File: src/sv/bfsa_pkg.sv
// Shared types and constants of the best-fit segment allocator.
// No dependencies.
package bfsa_pkg;
	localparam int MAX_SEGMENTS_DEF = 16;
	localparam int ADDR_BITS_DEF    = 20;
	localparam int ID_W   = 16;
	localparam int SIZE_W = 21;
	localparam int TIME_W = 24;
	localparam int POS_W  = 20;
	localparam int CNT_W  = 5;
	localparam int ST_W   = 3;

	localparam logic [1:0] OP_ALLOC   = 2'd0;
	localparam logic [1:0] OP_REMOVE  = 2'd1;
	localparam logic [1:0] OP_ADVANCE = 2'd2;
	localparam logic [1:0] OP_COMPACT = 2'd3;

	localparam logic [ST_W-1:0] ST_OK      = 3'd0;
	localparam logic [ST_W-1:0] ST_NOFIT   = 3'd1;
	localparam logic [ST_W-1:0] ST_NOTFND  = 3'd2;
	localparam logic [ST_W-1:0] ST_DUP     = 3'd3;
	localparam logic [ST_W-1:0] ST_FULL    = 3'd4;
endpackage

File: src/sv/best_fit_segment_allocator_top.sv
// Best-fit segment allocator: top level, table and sequencer.
// Depends on bfsa_pkg and bfsa_minscan.
//
// Keeps up to MAX_SEGMENTS segments in a memory of total_size units and
// returns one result transaction per input transaction. Every operation first
// walks the table once (S_SCAN), and S_DONE then forms the result. Compact,
// and an allocate that passes its checks, then walk the segments in address
// order, each step being one successor search through the shared scan unit:
// a start state (S_WALK), then the scan of every entry (S_STEP). There is one
// step per live segment plus one; allocate, which always has a free entry, takes
// at most N steps. Gaps are never stored: they follow from the table. The input
// side is not ready while an item is in work, nor while a configuration write
// is offered; the result sits in an output register until taken. A write to
// total_size clamps it into 1..2^ADDR_BITS and empties the table.
module best_fit_segment_allocator_top #(
	parameter int MAX_SEGMENTS = bfsa_pkg::MAX_SEGMENTS_DEF,
	parameter int ADDR_BITS    = bfsa_pkg::ADDR_BITS_DEF
) (
	input  logic                           clk,
	input  logic                           arst_n,
	input  logic                           cfg_valid,
	output logic                           cfg_ready,
	input  logic [bfsa_pkg::SIZE_W-1:0]    cfg_data,
	input  logic                           in_valid,
	output logic                           in_ready,
	input  logic [1:0]                     op,
	input  logic [bfsa_pkg::ID_W-1:0]      proc_id,
	input  logic [bfsa_pkg::SIZE_W-1:0]    proc_size,
	input  logic [bfsa_pkg::TIME_W-1:0]    proc_time,
	input  logic [bfsa_pkg::TIME_W-1:0]    elapsed,
	output logic                           out_valid,
	input  logic                           out_ready,
	output logic [bfsa_pkg::ST_W-1:0]      status,
	output logic [bfsa_pkg::POS_W-1:0]     position,
	output logic [bfsa_pkg::SIZE_W-1:0]    free_space,
	output logic [bfsa_pkg::CNT_W-1:0]     removed_count
);
	import bfsa_pkg::*;
	localparam int N  = MAX_SEGMENTS;
	localparam int AW = ADDR_BITS;
	localparam int IW = (N > 1) ? $clog2(N) : 1;
	localparam int CW = $clog2(N+1);
	localparam logic [AW:0] LIMIT = (AW+1)'(1) << AW;

	localparam logic [2:0] S_IDLE = 3'd0;
	localparam logic [2:0] S_SCAN = 3'd1; // linear pass: owner, slot, ages
	localparam logic [2:0] S_WALK = 3'd2; // successor searches
	localparam logic [2:0] S_STEP = 3'd3; // consume one search result
	localparam logic [2:0] S_DONE = 3'd4;

	logic [2:0]        state_q;
	logic [AW:0]       total_q;
	logic [SIZE_W-1:0] free_q;
	logic [N-1:0]      vld_q;
	logic [ID_W-1:0]   own_q [N];
	logic [AW:0]       base_q [N];
	logic [SIZE_W-1:0] len_q [N];
	logic [TIME_W-1:0] rem_q [N];

	logic [1:0]        op_q;
	logic [ID_W-1:0]   id_q;
	logic [SIZE_W-1:0] size_q;
	logic [TIME_W-1:0] time_q;
	logic [TIME_W-1:0] el_q;
	logic [CW-1:0]     cnt_q;
	logic              hit_q, slot_ok_q;
	logic [IW-1:0]     hit_idx_q, slot_q;
	logic [CNT_W-1:0]  rm_q;
	logic              first_q, bfound_q;
	logic [AW:0]       cur_q, bound_q, bgap_q, bpos_q;

	logic [ST_W-1:0]   st_q;
	logic [POS_W-1:0]  pos_q;
	logic [CNT_W-1:0]  rmo_q;
	logic              ov_q;

	// scan unit
	logic              ms_start, ms_done, ms_found;
	logic [CW-1:0]     ms_idx;
	logic [IW-1:0]     ms_best;
	logic [IW-1:0]     ms_rd;
	assign ms_rd = ms_idx[IW-1:0];

	bfsa_minscan #(.N(N), .AW(AW)) u_scan (
		.clk(clk), .arst_n(arst_n), .start(ms_start), .bound(bound_q),
		.first(first_q),
		.ent_valid((ms_idx != CW'(N)) && vld_q[ms_rd]),
		.ent_base(base_q[ms_rd]),
		.idx(ms_idx), .done(ms_done), .found(ms_found), .best_idx(ms_best)
	);

	// a configuration write wins the idle cycle, so the input holds off then
	assign in_ready   = (state_q == S_IDLE) && !ov_q && !cfg_valid;
	assign cfg_ready  = (state_q == S_IDLE) && !ov_q;
	assign out_valid  = ov_q;
	assign status     = st_q;
	assign position   = pos_q;
	assign free_space = free_q;
	assign removed_count = rmo_q;

	logic [IW-1:0] si;
	logic [TIME_W-1:0] aged;
	logic [AW:0] seg_end, gap, end_pt;
	logic [AW:0] cfg_clamp;
	assign si   = cnt_q[IW-1:0];
	assign aged = (rem_q[si] > el_q) ? rem_q[si] - el_q : '0;
	assign end_pt  = ms_found ? base_q[ms_best] : total_q;
	assign gap     = (end_pt > cur_q) ? end_pt - cur_q : '0;
	assign seg_end = base_q[ms_best] + (AW+1)'(len_q[ms_best]);
	always_comb begin
		cfg_clamp = (AW+1)'(cfg_data);
		if (cfg_data == '0) cfg_clamp = (AW+1)'(1);
		else if ({1'b0, cfg_data} > (SIZE_W+1)'(LIMIT)) cfg_clamp = LIMIT;
	end
	assign ms_start = (state_q == S_WALK);

	always_ff @(posedge clk or negedge arst_n) begin
		if (!arst_n) begin
			state_q <= S_IDLE;
			total_q <= LIMIT;
			free_q  <= SIZE_W'(LIMIT);
			vld_q   <= '0;
			ov_q    <= 1'b0;
		end else begin
			if (ov_q && out_ready) ov_q <= 1'b0;
			unique case (state_q)
				S_IDLE: begin
					if (cfg_valid && cfg_ready) begin
						total_q <= cfg_clamp;
						free_q  <= SIZE_W'(cfg_clamp);
						vld_q   <= '0;
					end else if (in_valid && in_ready) begin
						state_q <= S_SCAN;
					end
				end
				S_SCAN: begin
					if (cnt_q == CW'(N)) begin
						priority if (op_q == OP_ALLOC) begin
							if (hit_q || !slot_ok_q || size_q == '0 || size_q > free_q)
								state_q <= S_DONE;
							else
								state_q <= S_WALK;
						end else if (op_q == OP_COMPACT) begin
							state_q <= S_WALK;
						end else begin
							if (op_q == OP_REMOVE && hit_q) begin
								vld_q[hit_idx_q] <= 1'b0;
								free_q <= free_q + len_q[hit_idx_q];
							end
							state_q <= S_DONE;
						end
					end else if (op_q == OP_ADVANCE && vld_q[si] && aged == '0) begin
						vld_q[si] <= 1'b0;
						free_q    <= free_q + len_q[si];
					end
				end
				S_WALK: state_q <= S_STEP;
				S_STEP: begin
					if (ms_done) begin
						if (!ms_found) begin
							state_q <= S_DONE;
							if (op_q == OP_ALLOC && (bfound_q ||
									(gap >= (AW+1)'(size_q))))
								vld_q[slot_q] <= 1'b1;
							if (op_q == OP_ALLOC && (bfound_q ||
									(gap >= (AW+1)'(size_q))))
								free_q <= free_q - size_q;
						end else begin
							state_q <= S_WALK;
						end
					end
				end
				S_DONE: begin
					state_q <= S_IDLE;
					ov_q    <= 1'b1;
				end
				default: state_q <= S_IDLE;
			endcase
		end
	end

	// datapath, no reset needed
	logic fits;
	assign fits = gap >= (AW+1)'(size_q) && (!bfound_q || gap < bgap_q);

	always_ff @(posedge clk) begin
		unique case (state_q)
			S_IDLE: begin
				op_q <= op; id_q <= proc_id; size_q <= proc_size;
				time_q <= proc_time; el_q <= elapsed;
				cnt_q <= '0; hit_q <= 1'b0; slot_ok_q <= 1'b0; rm_q <= '0;
				first_q <= 1'b1; bfound_q <= 1'b0; cur_q <= '0; bound_q <= '0;
			end
			S_SCAN: begin
				if (cnt_q != CW'(N)) begin
					cnt_q <= cnt_q + 1'b1;
					if (vld_q[si] && own_q[si] == id_q && !hit_q) begin
						hit_q <= 1'b1; hit_idx_q <= si;
					end
					if (!vld_q[si] && !slot_ok_q) begin
						slot_ok_q <= 1'b1; slot_q <= si;
					end
					if (op_q == OP_ADVANCE && vld_q[si]) begin
						rem_q[si] <= aged;
						if (aged == '0) rm_q <= rm_q + 1'b1;
					end
				end
			end
			S_STEP: begin
				if (ms_done) begin
					if (op_q == OP_ALLOC && fits) begin
						bfound_q <= 1'b1; bgap_q <= gap; bpos_q <= cur_q;
					end
					if (ms_found) begin
						first_q <= 1'b0;
						bound_q <= base_q[ms_best];
						if (op_q == OP_COMPACT) begin
							base_q[ms_best] <= cur_q;
							cur_q <= cur_q + (AW+1)'(len_q[ms_best]);
						end else begin
							cur_q <= seg_end;
						end
					end else if (op_q == OP_ALLOC && (bfound_q || fits)) begin
						own_q[slot_q]  <= id_q;
						base_q[slot_q] <= fits ? cur_q : bpos_q;
						len_q[slot_q]  <= size_q;
						rem_q[slot_q]  <= time_q;
						bpos_q <= fits ? cur_q : bpos_q;
						bfound_q <= 1'b1;
					end
				end
			end
			S_DONE: begin
				rmo_q <= (op_q == OP_ADVANCE) ? rm_q : '0;
				pos_q <= '0;
				priority if (op_q == OP_ALLOC) begin
					if (hit_q) st_q <= ST_DUP;
					else if (!slot_ok_q) st_q <= ST_FULL;
					else if (!bfound_q) st_q <= ST_NOFIT;
					else begin st_q <= ST_OK; pos_q <= POS_W'(bpos_q); end
				end else if (op_q == OP_REMOVE) begin
					st_q <= hit_q ? ST_OK : ST_NOTFND;
				end else begin
					st_q <= ST_OK;
				end
			end
			default: ;
		endcase
	end

	// A walk into S_STEP always follows a scan start.
	assert property (@(posedge clk) disable iff (!arst_n)
		state_q == S_WALK |=> state_q == S_STEP) else $error("walk sequencing");
	// Free units never exceed the managed size.
	assert property (@(posedge clk) disable iff (!arst_n)
		(AW+1)'(free_q) <= total_q) else $error("free units overflow");
	// No input accepted while a result is pending.
	assert property (@(posedge clk) disable iff (!arst_n)
		ov_q |-> !in_ready) else $error("accept with pending result");
endmodule

File: src/sv/bfsa_minscan.sv
// Address-order successor search: one entry examined per cycle.
// Finds the valid entry with the smallest base strictly above a
// bound, or any base when first is set. Depends on bfsa_pkg.
module bfsa_minscan #(
	parameter int N  = bfsa_pkg::MAX_SEGMENTS_DEF,
	parameter int AW = bfsa_pkg::ADDR_BITS_DEF
) (
	input  logic                  clk,
	input  logic                  arst_n,
	input  logic                  start,
	input  logic [AW:0]           bound,
	input  logic                  first,
	input  logic                  ent_valid,
	input  logic [AW:0]           ent_base,
	output logic [$clog2(N+1)-1:0] idx,
	output logic                  done,
	output logic                  found,
	output logic [((N>1)?$clog2(N):1)-1:0] best_idx
);
	import bfsa_pkg::*;
	localparam int IW = (N > 1) ? $clog2(N) : 1;
	localparam int CW = $clog2(N+1);
	logic          busy_q;
	logic [CW-1:0] cnt_q;
	logic          found_q;
	logic [AW:0]   best_q;
	logic [IW-1:0] bidx_q;
	logic          take;

	assign idx      = cnt_q;
	assign found    = found_q;
	assign best_idx = bidx_q;
	assign done     = busy_q && (cnt_q == CW'(N));
	assign take     = busy_q && (cnt_q != CW'(N)) && ent_valid &&
		(first || ent_base > bound) && (!found_q || ent_base < best_q);

	always_ff @(posedge clk or negedge arst_n) begin
		if (!arst_n) begin
			busy_q  <= 1'b0;
			cnt_q   <= '0;
			found_q <= 1'b0;
		end else if (start) begin
			busy_q  <= 1'b1;
			cnt_q   <= '0;
			found_q <= 1'b0;
		end else if (busy_q) begin
			if (cnt_q == CW'(N)) begin
				busy_q <= 1'b0;
			end else begin
				cnt_q <= cnt_q + 1'b1;
				if (take) found_q <= 1'b1;
			end
		end
	end

	always_ff @(posedge clk) begin
		if (take) begin
			best_q <= ent_base;
			bidx_q <= cnt_q[IW-1:0];
		end
	end
endmodule
File: config.mk
export PLATFORM = sky130hd
export DESIGN_NAME = best_fit_segment_allocator_top
export DESIGN_NICKNAME = d
export VERILOG_FILES = /design/src/sv/bfsa_pkg.sv /design/src/sv/best_fit_segment_allocator_top.sv /design/src/sv/bfsa_minscan.sv
export SDC_FILE = /design/constraint.sdc
export NUM_CORES = 2
export LEC_CHECK = 0
export BUFFER_PORTS_ARGS = -buffer_cell sky130_fd_sc_hd__buf_2
export CAP_MARGIN = 20
export CORE_ASPECT_RATIO = 1.4
export CORE_MARGIN = 2
export CORE_UTILIZATION = 53
export CTS_CLUSTER_SIZE = 25
export DETAILED_ROUTE_END_ITERATION = 7
export MAX_ROUTING_LAYER = met4
export PLACE_DENSITY = 0.77
export REMOVE_ABC_BUFFERS = 1
export SETUP_SLACK_MARGIN = 0.02
export SLEW_MARGIN = 20
export SYNTH_ARGS = -nofsm -noshare
export SYNTH_HDL_FRONTEND = slang
export SYNTH_SLANG_ARGS = --single-unit
File: constraint.sdc
create_clock -name clk -period 9.5 [get_ports clk]
set_clock_uncertainty 0.15 [all_clocks]
set_input_delay 1.425 -clock clk [delete_from_list [all_inputs] [get_ports clk]]
set_output_delay 1.425 -clock clk [all_outputs]
set_load 0.02 [all_outputs]
==> run summary <==
Post-DP HPWL: 128 mm
Vias: 45300
Final Instance Count excl. Fillers: 6770
Number of global-route vias before repair: 45900
Critical Path AT: 9330 ps
Hold/Removal Path Class: reg2reg
Top-count cell post-synth: edfxtp_1
Final setup fails: 0
Routed wire length: 207 mm
Register Area: 48800 um^2
Pre-antenna DRT Iters: 6
Full die area: 151000 um^2
Status: complete, no violations
Post-Synthesis Cells: 4488
Design area: 87100 um^2
Mapped cell area: 78400 um^2
Number of flops mapped to enable cells by yosys: 1558
RR Endpoint: rem_q[6][6]$_DFFE_PP_
Synth top area share: 59.7%
Flops & latches, synth: 1639
Multi-input gate area: 28200 um^2
I/O Buffers: 164
FF-to-FF path depth: 29
Clock network power share: 20.9%
GRT overflow: 0
Ys async rst share: 4.21%
Comb pwr share: 43.8%
Pleak: 29.4 nW
CTS tree: built
Worst slew pin tran: 1160 ps
Seq/Total Area, Yosys: 62.2%
Final ANT Viol Nets: 0
TritonCTS Buffers: 154
Setup crit start kind: register
CP endpoint: rem_q[6][6]$_DFFE_PP_
TNS Setup: 0 ps
Yosys warns: 0
Max-slew violation count: 0
Reg clk slew, reported paths: 60 ps
Slowest CP cell: dfxtp_4
Most used DFF post-synth: edfxtp_1
Final hold slack: 331 ps
Min Clock Period, post-route: 8980 ps
Largest net degree at the start of global routing: 104
Clock Sinks: 1639
Endpoint type of the worst setup path: register
Drc violations: 0
Sw Pwr: 11.1 mW
Utilization after layout: 59.1%
H-tree levels: 4
Area contributors post-synth: edfxtp_1 60%, mux4_2 21%, ha_1 3.1%
CTS root buffer: clkbuf_16
R2R setup slack: 520 ps
Sequential Power Share: 35.2%
Synth top cells by count: 1558 x edfxtp_1, 733 x mux4_2, 244 x nand2_1
First-pass GRT wire length: 303 mm
Initial antenna violation count: 6
Area growth syn-to-layout: 11.1%
Chip Height: 459 um
Total power: 29.5 mW
Distinct cells, synth: 81
Pre-CTS setup slack: 412 ps
Kind of critical path: reg2reg
Nets: 5011
Fraction of layout cells with a size suffix above 1: 29.3%
Fill cells: 10600
Global Route Usage Sum: 28.5%
Peak supply drop: 0.000223 V
Worst path max stage delay: 590 ps
Syn Area/Cell: 17.5 um^2
Clock buffer depth: 3
Chip Width: 329 um
Achievable Freq: 0.111 GHz
Power Internal: 18.5 mW
1st-iter DRT viols: 5223
# Max-Cap Violations: 0
Synth area leader: edfxtp_1
Final period utilization: 94.5%
Unrepaired setup endpoints after global routing: no
Clk Latency, worst-skew pair: 830 ps
PD cells: 339 nW/um^2
Dpl cell area: 82000 um^2
Final setup margin: 521 ps
Routed wire per std cell: 30.6 um
Hold-fix buffers at CTS: 0
Routability Congestion: 0.943
Max-slew headroom: 21.9%
Placed cells: 6485
CP Max Fanout: 31
Row count: 167
Sw Share: 37.5%
Total core area: 147000 um^2
Initial Utilization: 53.2%
Final hold vios: 0
Vias per std cell: 6.70
I/O Pins: 165
WP data required: 9850 ps
power groups by stage:
stage / logic (mW) / clock network (mW) / registers, mW
6_report: 12.9 / 6.19 / 10.4
5_1_grt: 14.0 / 6.50 / 10.5
4_1_cts: 12.9 / 6.26 / 10.4
3_5_place_dp: 12.8 / 0 / 10.6
3_3_place_gp: 12.5 / 0 / 10.5
2_1_floorplan: 9.42 / 0 / 11.0
per-layer routing:
layer / wire, um / up-vias / share of wire, % / global-route usage, %
met3: 20500 / 575 / 9.9 / 6.17
met5: 0 / - / 0 / -
met4: 9490 / 0 / 4.6 / 11.9
met2: 104000 / 2562 / 50 / 46.0
met1: 73000 / 23400 / 35 / 35.1
li1: - / 18700 / - / -
critical path, delay by kind of cell (launching register included):
family | cells | cell delay (ps)
multiplexers | 3 | 1460
AO/OA/AOI/OAI | 14 | 3390
flip-flops | 1 | 590
AND/OR/NAND/NOR | 7 | 1460
adder cells (fa/ha/maj) | 2 | 640
buffers and inverters | 3 | 920
flip-flops by register name (all words and copies together), names as in the netlist, 20 cells and up, named ones only:
signal / cells
base_q: 336
bgap_q: 21
bound_q: 21
bpos_q: 21
cur_q: 21
el_q: 24
free_space: 21
len_q: 336
own_q: 256
position: 20
rem_q: 384
size_q: 21
time_q: 24
total_q: 21
u_scan.best_q: 21
cells in the final DEF (no fill, tap or decap), types with 15 or more instances in the layout:
cell type	count
edfxtp_1	1558
mux4_2	733
nand2_1	244
ha_1	195
inv_1	179
buf_2	163
clkbuf_16	155
nor2_1	148
buf_4	132
a21oi_1	127
o21ai_0	121
xnor2_1	70
mux2_2	66
nand3_1	64
dfrtp_1	64
nor3_1	56
a21o_1	55
and2_1	55
xor2_1	39
clkinv_1	37
nand4_1	36
clkbuf_1	32
nand2b_1	30
nor2_2	29
nor2b_1	27
a31oi_1	23
and3_1	20
clkinv_2	19
nor2_4	17
a211oi_1	16
o31ai_1	16
o21a_1	15
nor4_1	15
layout make-up:
cell class	count	share of cell area (%)
diodes	3	0.00862
clock buffers	187	4.59
clock inverters	95	1.17
inverters	181	0.783
multi-input cells	2419	32.4
flip-flops and latches	1639	56.0
well taps	1943	2.79
repair buffers	303	2.26
worst min-delay path by stage:
stage / slack (ps) / cells past startpoint / start / endpoint
after floorplan: 300 / 2 / total_q[10]$_DFFE_PN0P_ / total_q[10]$_DFFE_PN0P_
after global placement: 310 / 2 / total_q[18]$_DFFE_PN0P_ / total_q[18]$_DFFE_PN0P_
after detailed placement: 320 / 2 / total_q[18]$_DFFE_PN0P_ / total_q[18]$_DFFE_PN0P_
after CTS: 320 / 1 / arst_n / out_valid$_DFFE_PN0P_
after global routing: 350 / 1 / arst_n / out_valid$_DFFE_PN0P_
final: 330 / 2 / total_q[17]$_DFFE_PN0P_ / total_q[17]$_DFFE_PN0P_
logic make-up (layout without fill, tap and decap cells):
| family | after synthesis | after routing | share of synthesized area, % |
|---|---|---|---|
| fa+ha+maj | 200 | 200 | 3.24 |
| compound gates | 493 | 493 | 4.03 |
| other cells | 0 | 3 | 0 |
| mux | 813 | 813 | 22.2 |
| buf+inv | 430 | 766 | 2.17 |
| flops | 1639 | 1639 | 62.2 |
| simple gates | 804 | 804 | 4.94 |
| xor+xnor | 109 | 109 | 1.22 |
what timing repair did:
action | 4_1_cts | 5_1_grt
buffers inserted | 0 | 0
endpoints found under the setup margin | 0 | 179
gates resized for setup | 0 | 1
Note: power is estimated with default switching activity, not from simulation.
